File: src/swsup_pkg.sv
`timescale 1ns / 1ps
// ----------------------------------------------------------------------------
// Service watchdog supervisor package
// Shared types, codes and default constants for the supervisor core.
// ----------------------------------------------------------------------------
package swsup_pkg;

    localparam int SWSUP_NUM_SLOTS = 8;

    // Configuration register reset values
    localparam logic [31:0] COOLDOWN_RESET   = 32'd30000;
    localparam logic [31:0] WINDOW_RESET     = 32'd600000;
    localparam logic [7:0]  WIN_MAX_RESET    = 8'd3;
    localparam logic [15:0] STACK_CRIT_RESET = 16'd64;

    // Configuration register indexes
    localparam logic [1:0] CFG_COOLDOWN   = 2'd0;
    localparam logic [1:0] CFG_WINDOW     = 2'd1;
    localparam logic [1:0] CFG_WIN_MAX    = 2'd2;
    localparam logic [1:0] CFG_STACK_CRIT = 2'd3;

    // Request types
    localparam logic [1:0] REQ_REGISTER  = 2'd0;
    localparam logic [1:0] REQ_HEARTBEAT = 2'd1;
    localparam logic [1:0] REQ_CHECK     = 2'd2;

    // Actions
    localparam logic [1:0] ACT_NONE     = 2'd0;
    localparam logic [1:0] ACT_RESTART  = 2'd1;
    localparam logic [1:0] ACT_COOLDOWN = 2'd2;
    localparam logic [1:0] ACT_ESCALATE = 2'd3;

    // Failure causes
    localparam logic [2:0] CAUSE_NONE      = 3'd0;
    localparam logic [2:0] CAUSE_TASK_GONE = 3'd1;
    localparam logic [2:0] CAUSE_STACK     = 3'd2;
    localparam logic [2:0] CAUSE_NO_HB     = 3'd3;
    localparam logic [2:0] CAUSE_HEALTH    = 3'd4;

    localparam logic [7:0] WIN_CNT_MAX = 8'hFF;

    // One slot's record as kept in the slot memory.
    typedef struct packed {
        logic [31:0] quiet;
        logic [31:0] last_hb;
        logic [15:0] stack_low;
        logic [31:0] restart_cnt;
        logic [31:0] last_restart;
        logic [31:0] win_start;
        logic [7:0]  win_cnt;
        logic        stack_seen;
        logic        restarted;
        logic        win_open;
    } slot_rec_t;

    typedef enum logic [3:0] {
        S_IDLE,
        S_REG_WR,
        S_RD,
        S_LD,
        S_STK,
        S_COOL,
        S_WIN,
        S_WB,
        S_OUT
    } state_t;

endpackage

File: src/swsup_ram.sv
`timescale 1ns / 1ps
// ----------------------------------------------------------------------------
// Generic simple dual-port RAM
// One write port and one read port with registered read data.
// ----------------------------------------------------------------------------
module swsup_ram #(
    parameter int WIDTH = 32,
    parameter int DEPTH = 8
) (
    input  logic                                     clk,
    input  logic                                     wr_en,
    input  logic [((DEPTH > 1) ? $clog2(DEPTH) : 1)-1:0] wr_addr,
    input  logic [WIDTH-1:0]                         wr_data,
    input  logic                                     rd_en,
    input  logic [((DEPTH > 1) ? $clog2(DEPTH) : 1)-1:0] rd_addr,
    output logic [WIDTH-1:0]                         rd_data
);

    logic [WIDTH-1:0] mem_reg [DEPTH];

    always_ff @(posedge clk)
    begin
        if (wr_en)
        begin
            mem_reg[wr_addr] <= wr_data;
        end
        if (rd_en)
        begin
            rd_data <= mem_reg[rd_addr];
        end
    end

endmodule

File: src/service_watchdog_supervisor_core.sv
`timescale 1ns / 1ps
// ----------------------------------------------------------------------------
// Service watchdog supervisor core
// Slot table with heartbeat, stack and health checks and restart rate limit.
// ----------------------------------------------------------------------------
// A rejected word goes straight to output, a register writes a new record,
// and a check adds stack, cooldown and window steps to the heartbeat path (one
// shared 32-bit subtract and compare unit evaluates heartbeat age, cooldown and
// window in turn, around a read-modify-write of the slot record in one RAM).
// One word in flight; in_ready returns the cycle after the result is taken.
// Reset clears the slot count, the escalation count and the sequencer, and
// loads the configuration defaults; slot records are written on register.
module service_watchdog_supervisor_core
    import swsup_pkg::*;
#(
    parameter int NUM_SLOTS = SWSUP_NUM_SLOTS
) (
    input  logic        clk,
    input  logic        rst_n,

    input  logic        cfg_wr_en,
    input  logic [1:0]  cfg_index,
    input  logic [31:0] cfg_data,

    input  logic        in_valid,
    output logic        in_ready,
    input  logic [1:0]  req_type,
    input  logic [2:0]  service_slot,
    input  logic [31:0] now_ms,
    input  logic [31:0] quiet_limit_ms,
    input  logic        task_alive,
    input  logic [15:0] stack_free_words,
    input  logic        health_ok,

    output logic        out_valid,
    input  logic        out_ready,
    output logic        accepted,
    output logic [1:0]  action,
    output logic [2:0]  cause,
    output logic [2:0]  slot_out,
    output logic [31:0] restart_total,
    output logic [15:0] stack_low_mark,
    output logic [31:0] escalation_total
);

    localparam int IDX_W = (NUM_SLOTS > 1) ? $clog2(NUM_SLOTS) : 1;
    localparam int CNT_W = $clog2(NUM_SLOTS + 1);
    localparam int REC_W = $bits(slot_rec_t);

    state_t state_reg, state_next;

    logic [31:0]      cooldown_reg;
    logic [31:0]      window_reg;
    logic [7:0]       win_max_reg;
    logic [15:0]      stack_crit_reg;
    logic [CNT_W-1:0] slots_used_reg, slots_used_next;
    logic [31:0]      esc_reg, esc_next;

    logic [1:0]       req_reg, req_next;
    logic [31:0]      now_reg, now_next;
    logic             alive_reg, alive_next;
    logic [15:0]      sfw_reg, sfw_next;
    logic             healthy_reg, healthy_next;
    logic [IDX_W-1:0] addr_reg, addr_next;
    slot_rec_t        rec_reg, rec_next;
    logic             accepted_reg, accepted_next;
    logic [1:0]       action_reg, action_next;
    logic [2:0]       cause_reg, cause_next;
    logic [2:0]       slot_out_reg, slot_out_next;

    logic [CNT_W+2:0] slot_wide;
    logic [CNT_W+2:0] used_wide;
    logic             slot_ok;
    logic             table_full;

    logic [31:0]      sub_b;
    logic [31:0]      lim;
    logic [31:0]      diff;
    logic             diff_gt;
    logic             diff_lt;

    logic [7:0]       win_base;
    logic [7:0]       win_inc;

    logic             ram_wr_en;
    logic             ram_rd_en;
    logic [REC_W-1:0] ram_rd_data;

    assign slot_wide  = {{CNT_W{1'b0}}, service_slot};
    assign used_wide  = {3'b000, slots_used_reg};
    assign slot_ok    = slot_wide < used_wide;
    assign table_full = slots_used_reg == CNT_W'(NUM_SLOTS);

    swsup_ram #(
        .WIDTH (REC_W),
        .DEPTH (NUM_SLOTS)
    ) u_slot_ram (
        .clk     (clk),
        .wr_en   (ram_wr_en),
        .wr_addr (addr_reg),
        .wr_data (rec_reg),
        .rd_en   (ram_rd_en),
        .rd_addr (addr_reg),
        .rd_data (ram_rd_data)
    );

    // Shared subtract and compare unit: elapsed time against a limit.
    always_comb
    begin
        case (state_reg)
            S_COOL:
            begin
                sub_b = rec_reg.last_restart;
                lim   = cooldown_reg;
            end
            S_WIN:
            begin
                sub_b = rec_reg.win_start;
                lim   = window_reg;
            end
            default:
            begin
                sub_b = rec_reg.last_hb;
                lim   = rec_reg.quiet;
            end
        endcase
        diff    = now_reg - sub_b;
        diff_gt = diff > lim;
        diff_lt = diff < lim;
    end

    // Next state
    always_comb
    begin
        state_next = state_reg;
        case (state_reg)
            S_IDLE:
            begin
                if (in_valid)
                begin
                    if (req_type == REQ_REGISTER)
                    begin
                        state_next = table_full ? S_OUT : S_REG_WR;
                    end
                    else if (slot_ok &&
                             (req_type == REQ_HEARTBEAT || req_type == REQ_CHECK))
                    begin
                        state_next = S_RD;
                    end
                    else
                    begin
                        state_next = S_OUT;
                    end
                end
            end
            S_REG_WR: state_next = S_OUT;
            S_RD:     state_next = S_LD;
            S_LD:     state_next = (req_reg == REQ_HEARTBEAT) ? S_WB : S_STK;
            S_STK:    state_next = (cause_next != CAUSE_NONE) ? S_COOL : S_WB;
            S_COOL:   state_next = (rec_reg.restarted && diff_lt) ? S_WB : S_WIN;
            S_WIN:    state_next = S_WB;
            S_WB:     state_next = S_OUT;
            S_OUT:
            begin
                if (out_ready)
                begin
                    state_next = S_IDLE;
                end
            end
            default:  state_next = S_IDLE;
        endcase
    end

    // Handshake and memory controls
    always_comb
    begin
        in_ready  = 1'b0;
        out_valid = 1'b0;
        ram_wr_en = 1'b0;
        ram_rd_en = 1'b0;
        case (state_reg)
            S_IDLE:   in_ready  = 1'b1;
            S_RD:     ram_rd_en = 1'b1;
            S_REG_WR: ram_wr_en = 1'b1;
            S_WB:     ram_wr_en = 1'b1;
            S_OUT:    out_valid = 1'b1;
            default:  ;
        endcase
    end

    // Datapath
    always_comb
    begin
        slots_used_next = slots_used_reg;
        esc_next        = esc_reg;
        req_next        = req_reg;
        now_next        = now_reg;
        alive_next      = alive_reg;
        sfw_next        = sfw_reg;
        healthy_next    = healthy_reg;
        addr_next       = addr_reg;
        rec_next        = rec_reg;
        accepted_next   = accepted_reg;
        action_next     = action_reg;
        cause_next      = cause_reg;
        slot_out_next   = slot_out_reg;
        win_base        = rec_reg.win_cnt;
        win_inc         = rec_reg.win_cnt;

        case (state_reg)
            S_IDLE:
            begin
                if (in_valid)
                begin
                    req_next     = req_type;
                    now_next     = now_ms;
                    alive_next   = task_alive;
                    sfw_next     = stack_free_words;
                    healthy_next = health_ok;
                    action_next  = ACT_NONE;
                    cause_next   = CAUSE_NONE;
                    if (req_type == REQ_REGISTER)
                    begin
                        accepted_next    = !table_full;
                        slot_out_next    = table_full ? 3'd0 : used_wide[2:0];
                        addr_next        = slots_used_reg[IDX_W-1:0];
                        rec_next         = '0;
                        rec_next.quiet   = quiet_limit_ms;
                        rec_next.last_hb = now_ms;
                    end
                    else
                    begin
                        accepted_next = slot_ok &&
                                        (req_type == REQ_HEARTBEAT || req_type == REQ_CHECK);
                        slot_out_next = service_slot;
                        addr_next     = slot_wide[IDX_W-1:0];
                    end
                end
            end
            S_REG_WR:
            begin
                slots_used_next = slots_used_reg + 1'b1;
            end
            S_LD:
            begin
                rec_next = slot_rec_t'(ram_rd_data);
                if (req_reg == REQ_HEARTBEAT)
                begin
                    rec_next.last_hb = now_reg;
                end
            end
            S_STK:
            begin
                if (!alive_reg)
                begin
                    cause_next = CAUSE_TASK_GONE;
                end
                else
                begin
                    // The stack mark is sampled only while the task exists.
                    if (!rec_reg.stack_seen || sfw_reg < rec_reg.stack_low)
                    begin
                        rec_next.stack_low  = sfw_reg;
                        rec_next.stack_seen = 1'b1;
                    end
                    if (sfw_reg < stack_crit_reg)
                    begin
                        cause_next = CAUSE_STACK;
                    end
                    else if (rec_reg.quiet != 32'd0 && diff_gt)
                    begin
                        cause_next = CAUSE_NO_HB;
                    end
                    else if (!healthy_reg)
                    begin
                        cause_next = CAUSE_HEALTH;
                    end
                end
            end
            S_COOL:
            begin
                if (rec_reg.restarted && diff_lt)
                begin
                    action_next = ACT_COOLDOWN;
                end
            end
            S_WIN:
            begin
                // A closed or expired window restarts its count at this time.
                if (!rec_reg.win_open || diff_gt)
                begin
                    win_base           = 8'd0;
                    rec_next.win_start = now_reg;
                end
                win_inc           = (win_base == WIN_CNT_MAX) ? win_base : win_base + 8'd1;
                rec_next.win_cnt  = win_inc;
                rec_next.win_open = 1'b1;
                if (win_inc <= win_max_reg)
                begin
                    rec_next.last_restart = now_reg;
                    rec_next.restarted    = 1'b1;
                    rec_next.last_hb      = now_reg;
                    rec_next.restart_cnt  = rec_reg.restart_cnt + 32'd1;
                    action_next           = ACT_RESTART;
                end
                else
                begin
                    esc_next    = esc_reg + 32'd1;
                    action_next = ACT_ESCALATE;
                end
            end
            default: ;
        endcase
    end

    // Control state and configuration
    always_ff @(posedge clk or negedge rst_n)
    begin
        if (!rst_n)
        begin
            state_reg      <= S_IDLE;
            slots_used_reg <= '0;
            esc_reg        <= '0;
            cooldown_reg   <= COOLDOWN_RESET;
            window_reg     <= WINDOW_RESET;
            win_max_reg    <= WIN_MAX_RESET;
            stack_crit_reg <= STACK_CRIT_RESET;
        end
        else
        begin
            state_reg      <= state_next;
            slots_used_reg <= slots_used_next;
            esc_reg        <= esc_next;
            if (cfg_wr_en)
            begin
                case (cfg_index)
                    CFG_COOLDOWN:   cooldown_reg   <= cfg_data;
                    CFG_WINDOW:     window_reg     <= cfg_data;
                    CFG_WIN_MAX:    win_max_reg    <= cfg_data[7:0];
                    CFG_STACK_CRIT: stack_crit_reg <= cfg_data[15:0];
                    default:        ;
                endcase
            end
        end
    end

    // Word and record registers
    always_ff @(posedge clk)
    begin
        req_reg      <= req_next;
        now_reg      <= now_next;
        alive_reg    <= alive_next;
        sfw_reg      <= sfw_next;
        healthy_reg  <= healthy_next;
        addr_reg     <= addr_next;
        rec_reg      <= rec_next;
        accepted_reg <= accepted_next;
        action_reg   <= action_next;
        cause_reg    <= cause_next;
        slot_out_reg <= slot_out_next;
    end

    assign accepted         = accepted_reg;
    assign action           = action_reg;
    assign cause            = cause_reg;
    assign slot_out         = slot_out_reg;
    assign restart_total    = accepted_reg ? rec_reg.restart_cnt : 32'd0;
    assign stack_low_mark   = (accepted_reg && rec_reg.stack_seen) ? rec_reg.stack_low : 16'd0;
    assign escalation_total = esc_reg;

    a_one_word_in_flight: assert property (@(posedge clk) disable iff (!rst_n)
        !(in_ready && out_valid))
        else $error("input taken while a result is pending");

    a_slot_count_bound: assert property (@(posedge clk) disable iff (!rst_n)
        slots_used_reg <= CNT_W'(NUM_SLOTS))
        else $error("slot count beyond table size");

    a_esc_only_in_window: assert property (@(posedge clk) disable iff (!rst_n)
        (esc_reg != $past(esc_reg)) |-> ($past(state_reg) == S_WIN))
        else $error("escalation count moved outside the window step");

    a_reject_is_quiet: assert property (@(posedge clk) disable iff (!rst_n)
        (out_valid && !accepted) |->
            (action == ACT_NONE && cause == CAUSE_NONE && restart_total == 32'd0))
        else $error("rejected word carries an action");

    a_action_has_cause: assert property (@(posedge clk) disable iff (!rst_n)
        (out_valid && action != ACT_NONE) |-> (cause != CAUSE_NONE))
        else $error("action without a failure cause");

endmodule
File: config.mk
export PLATFORM = sky130hd
export DESIGN_NAME = service_watchdog_supervisor_core
export DESIGN_NICKNAME = d
export VERILOG_FILES = /design/src/swsup_pkg.sv /design/src/swsup_ram.sv /design/src/service_watchdog_supervisor_core.sv
export SDC_FILE = /design/constraint.sdc
export NUM_CORES = 2
export LEC_CHECK = 0
export ABC_AREA = 0
export BUFFER_PORTS_ARGS = -buffer_cell sky130_fd_sc_hd__buf_2
export CAP_MARGIN = 20
export CORE_MARGIN = 5
export CORE_UTILIZATION = 50
export DETAILED_ROUTE_END_ITERATION = 6
export PLACE_DENSITY = 0.79
export SLEW_MARGIN = 20
export SYNTH_ARGS = -nofsm -noshare
export SYNTH_HDL_FRONTEND = slang
export SYNTH_HIERARCHICAL = 1
export SYNTH_SLANG_ARGS = --single-unit
export TNS_END_PERCENT = 50
File: constraint.sdc
create_clock -name clk -period 15 [get_ports clk]
set_input_delay 2.25 -clock clk [delete_from_list [all_inputs] [get_ports clk]]
set_output_delay 2.25 -clock clk [all_outputs]
set_load 0.01 [all_outputs]
==> reports/metrics.cfg <==
[sta]
max_freq_mhz=90.4
hold_viol=0
rsz0062_at_grt=no
setup_violations=0
worst_pin_slew_ps=1150
finalMaxSlewViolations=0
clock_skew_ps=50.6
setup_ws_ps=3940
fin_crit_ps=11060
period_share_pct=73.7
slew_headroom_pct=23.6
final.setup.tns_ps=0
holdWs_ps=485

[layout]
areaGrowthSynthToFinish_pct=11.4
nets=4956
design_area_sq_um=94000
final_layout_size_suffix_gt1_share_pct=24.8
largest_reg_flops=1496

[logic_synthesis]
async_flop_share_pct=6.21
synth_top_area_share_pct=68.7
synth_edf_count=1931
synth_nets=4714
syn_area_sq_um=84400
synth_area_leader_cell=edfxtp_1
ys_warn_count=6
ys_dominant_reg_cell=edfxtp_1
synthCells=4478
syn_area_per_cell_sq_um=18.9
synth.distinct_cells=77
synth_area_leaders=edfxtp_1 (69%), mux4_2 (7.6%), mux2_2 (4.1%)
yosysSeqAreaShare_pct=72.6
yosys_register_bits=2062

[critical_path]
r2r_cells=35
cpMaxStageDelayCell=buf_4
crit_type=reg2reg
worst_r2r_endpoint=rec_reg[63]
critPathBufInv=3
timing.rr.start=state_reg[2]
cpMostUsedCell=ha_1
cpPeakStageDelay_ps=820
crit_path_end_kind=flip-flop
cp_top_family=simple AND/OR/NAND/NOR gates
critPathLaunchType=flip-flop
r2r_setup_slack_ps=3940
critPathMaxFanout=58
worstPathRequired_ps=15420
arrival_ps=11490

[clock_network]
clock_path_buffers=3
post_cts_buffers=0
cts_tree=done
cts_buffers=194
cts.clk_slew.worst_paths_ps=60
htreeDepth=4
cts_root_buf=clkbuf_16
cts_resized=0
postCtsHoldBufs=0
insertion_delay_ps=840
cts.sinks=2062

[die]
die_w_um=421
die_area_sq_um=177000
fp.coreArea_sq_um=168000
num_rows=150
ioPinCount=217
die_y_um=421
initial_core_util_pct=50.4

[routing]
antenna_left=0
drt-initial-drc-count=5267
post_drt_wl_per_cell_um=28.3
drt_pass1_iterations=7
via_per_inst=6.29
drt-total-wl_um=201000
drcViolationCount=0
vias=44600

[grt]
track_usage_pct=22.4
first_global_vias=45100
overflow=0
antenna_found_initial=32
grt_pass1_wl_um=298000
grt_max_degree=141

[run_status]
status=complete, no violations

[place]
port_buffers=216
dpl_cell_area_sq_um=87700
dp_slack_ps=4010
gp_congestion=0.841
dp_hpwl_um=111000

[worst_hold_path]
min-delay-start=escalation_total[31]
min_to=escalation_total[31]
hold_class=reg2reg
hold-path-cell-count=1

[run]
drv_cap=0

[power_and_ir_drop]
leakagePower_nw=31.5
p_per_area_nw_per_um2=167
ir_drop_mv=0.146

## power breakdown
part	total (mW)	internal [mW]	switching, mW
registers	7.56	7.08	0.478
logic	3.33	1.51	1.82
clock network	4.81	2.68	2.13
total	15.7	11.3	4.43
## layer usage
metal  wire [um]  up-vias  global-route usage, %
li1            -    18600                      -
met1       74300    22900                   29.2
met2       98700     2605                   36.8
met3       17600      441                   3.73
met4       10500        4                   11.1
met5          27        -                      0
## worst max-delay path by stage
stage / cells past startpoint / end / start
finish: 35 / rec_reg[63] / state_reg[2]
global route: 35 / rec_reg[63] / state_reg[2]
global placement: 35 / rec_reg[106] / state_reg[2]
floorplan: 5 / u_slot_ram/mem_reg[0][0] / state_reg[0]
detailed placement: 35 / rec_reg[92] / state_reg[2]
CTS: 35 / rec_reg[71] / state_reg[2]
## cells in the mapped netlist (4+ instances only)
cell type and n:
nor3_1 83, a21oi_1 114, buf_2 14, o221ai_1 61
nor2b_1 73, mux4_1 88, buf_1 23, nand3_1 46
xor2_1 27, and4_1 9, or2_2 5, mux2_2 310
dfrtp_1 110, buf_8 21, ha_1 109, or3_1 4
inv_1 108, nand4_1 28, a2111oi_0 4, nand2_1 95
dfstp_2 18, o21a_1 9, clkbuf_1 156, nor4_1 12
a211oi_1 8, nand2b_1 21, nor2_1 186, and3_1 34
o21ai_0 137, o21bai_1 7, a222oi_1 32, edfxtp_1 1931
mux4_2 286, a31oi_1 4, and2_1 40, xnor2_1 67
a21o_1 24, o31ai_1 5, a22o_1 87, buf_6 18
## final cells by class
| cell class | count | area, sq um |
|---|---|---|
| fillers | 12000 | 73600 |
| flip-flops and latches | 2062 | 61300 |
| multi-input cells | 2072 | 21600 |
| clock buffers | 239 | 5110 |
| well taps | 2204 | 2760 |
| repair buffers | 282 | 1740 |
| clock inverters | 115 | 1150 |
| inverters | 108 | 407 |
| diodes | 18 | 45.0 |
## worst register-to-register path, delay by kind of cell (launching register included)
family / cells / cell delay (ps)
compound gates: 13 / 3350
xor+xnor: 1 / 180
fa+ha+maj: 4 / 1230
buf+inv: 3 / 1580
flops: 1 / 700
simple gates: 14 / 3500
## layout by cell type (no fill, tap or decap), types with 67 or more instances in the layout
cell / synthesis / routed
edfxtp_1: 1931 / 1931
mux2_2: 310 / 310
mux4_2: 286 / 286
buf_2: 14 / 215
clkbuf_16: 0 / 196
nor2_1: 186 / 177
o21ai_0: 137 / 137
a21oi_1: 114 / 114
ha_1: 109 / 109
dfrtp_1: 110 / 108
inv_1: 108 / 107
nand2_1: 95 / 95
mux4_1: 88 / 88
a22o_1: 87 / 87
nor3_1: 83 / 79
nor2b_1: 73 / 73
xnor2_1: 67 / 67
## kinds of logic (layout without fill, tap and decap cells)
family,after synthesis,after routing,share of synthesized area [%]
mux,687,687,14.5
xor+xnor,94,94,0.975
fa+ha+maj,110,110,1.64
flops,2062,2062,72.6
buf+inv,344,744,2.03
compound gates,531,531,4.36
simple gates,650,650,3.87
other cells,0,18,0
## metrics by stage
step                      total power [mW]  cells  util [%]
after floorplan                       10.0   4478         -
after global placement                10.8   6726      52.3
after detailed placement              10.9   6726      52.3
after CTS                             15.8   7080      56.1
after global routing                  16.3   7097      56.1
final                                 15.7   7100      56.1
Power figures use the tool's default switching activity.
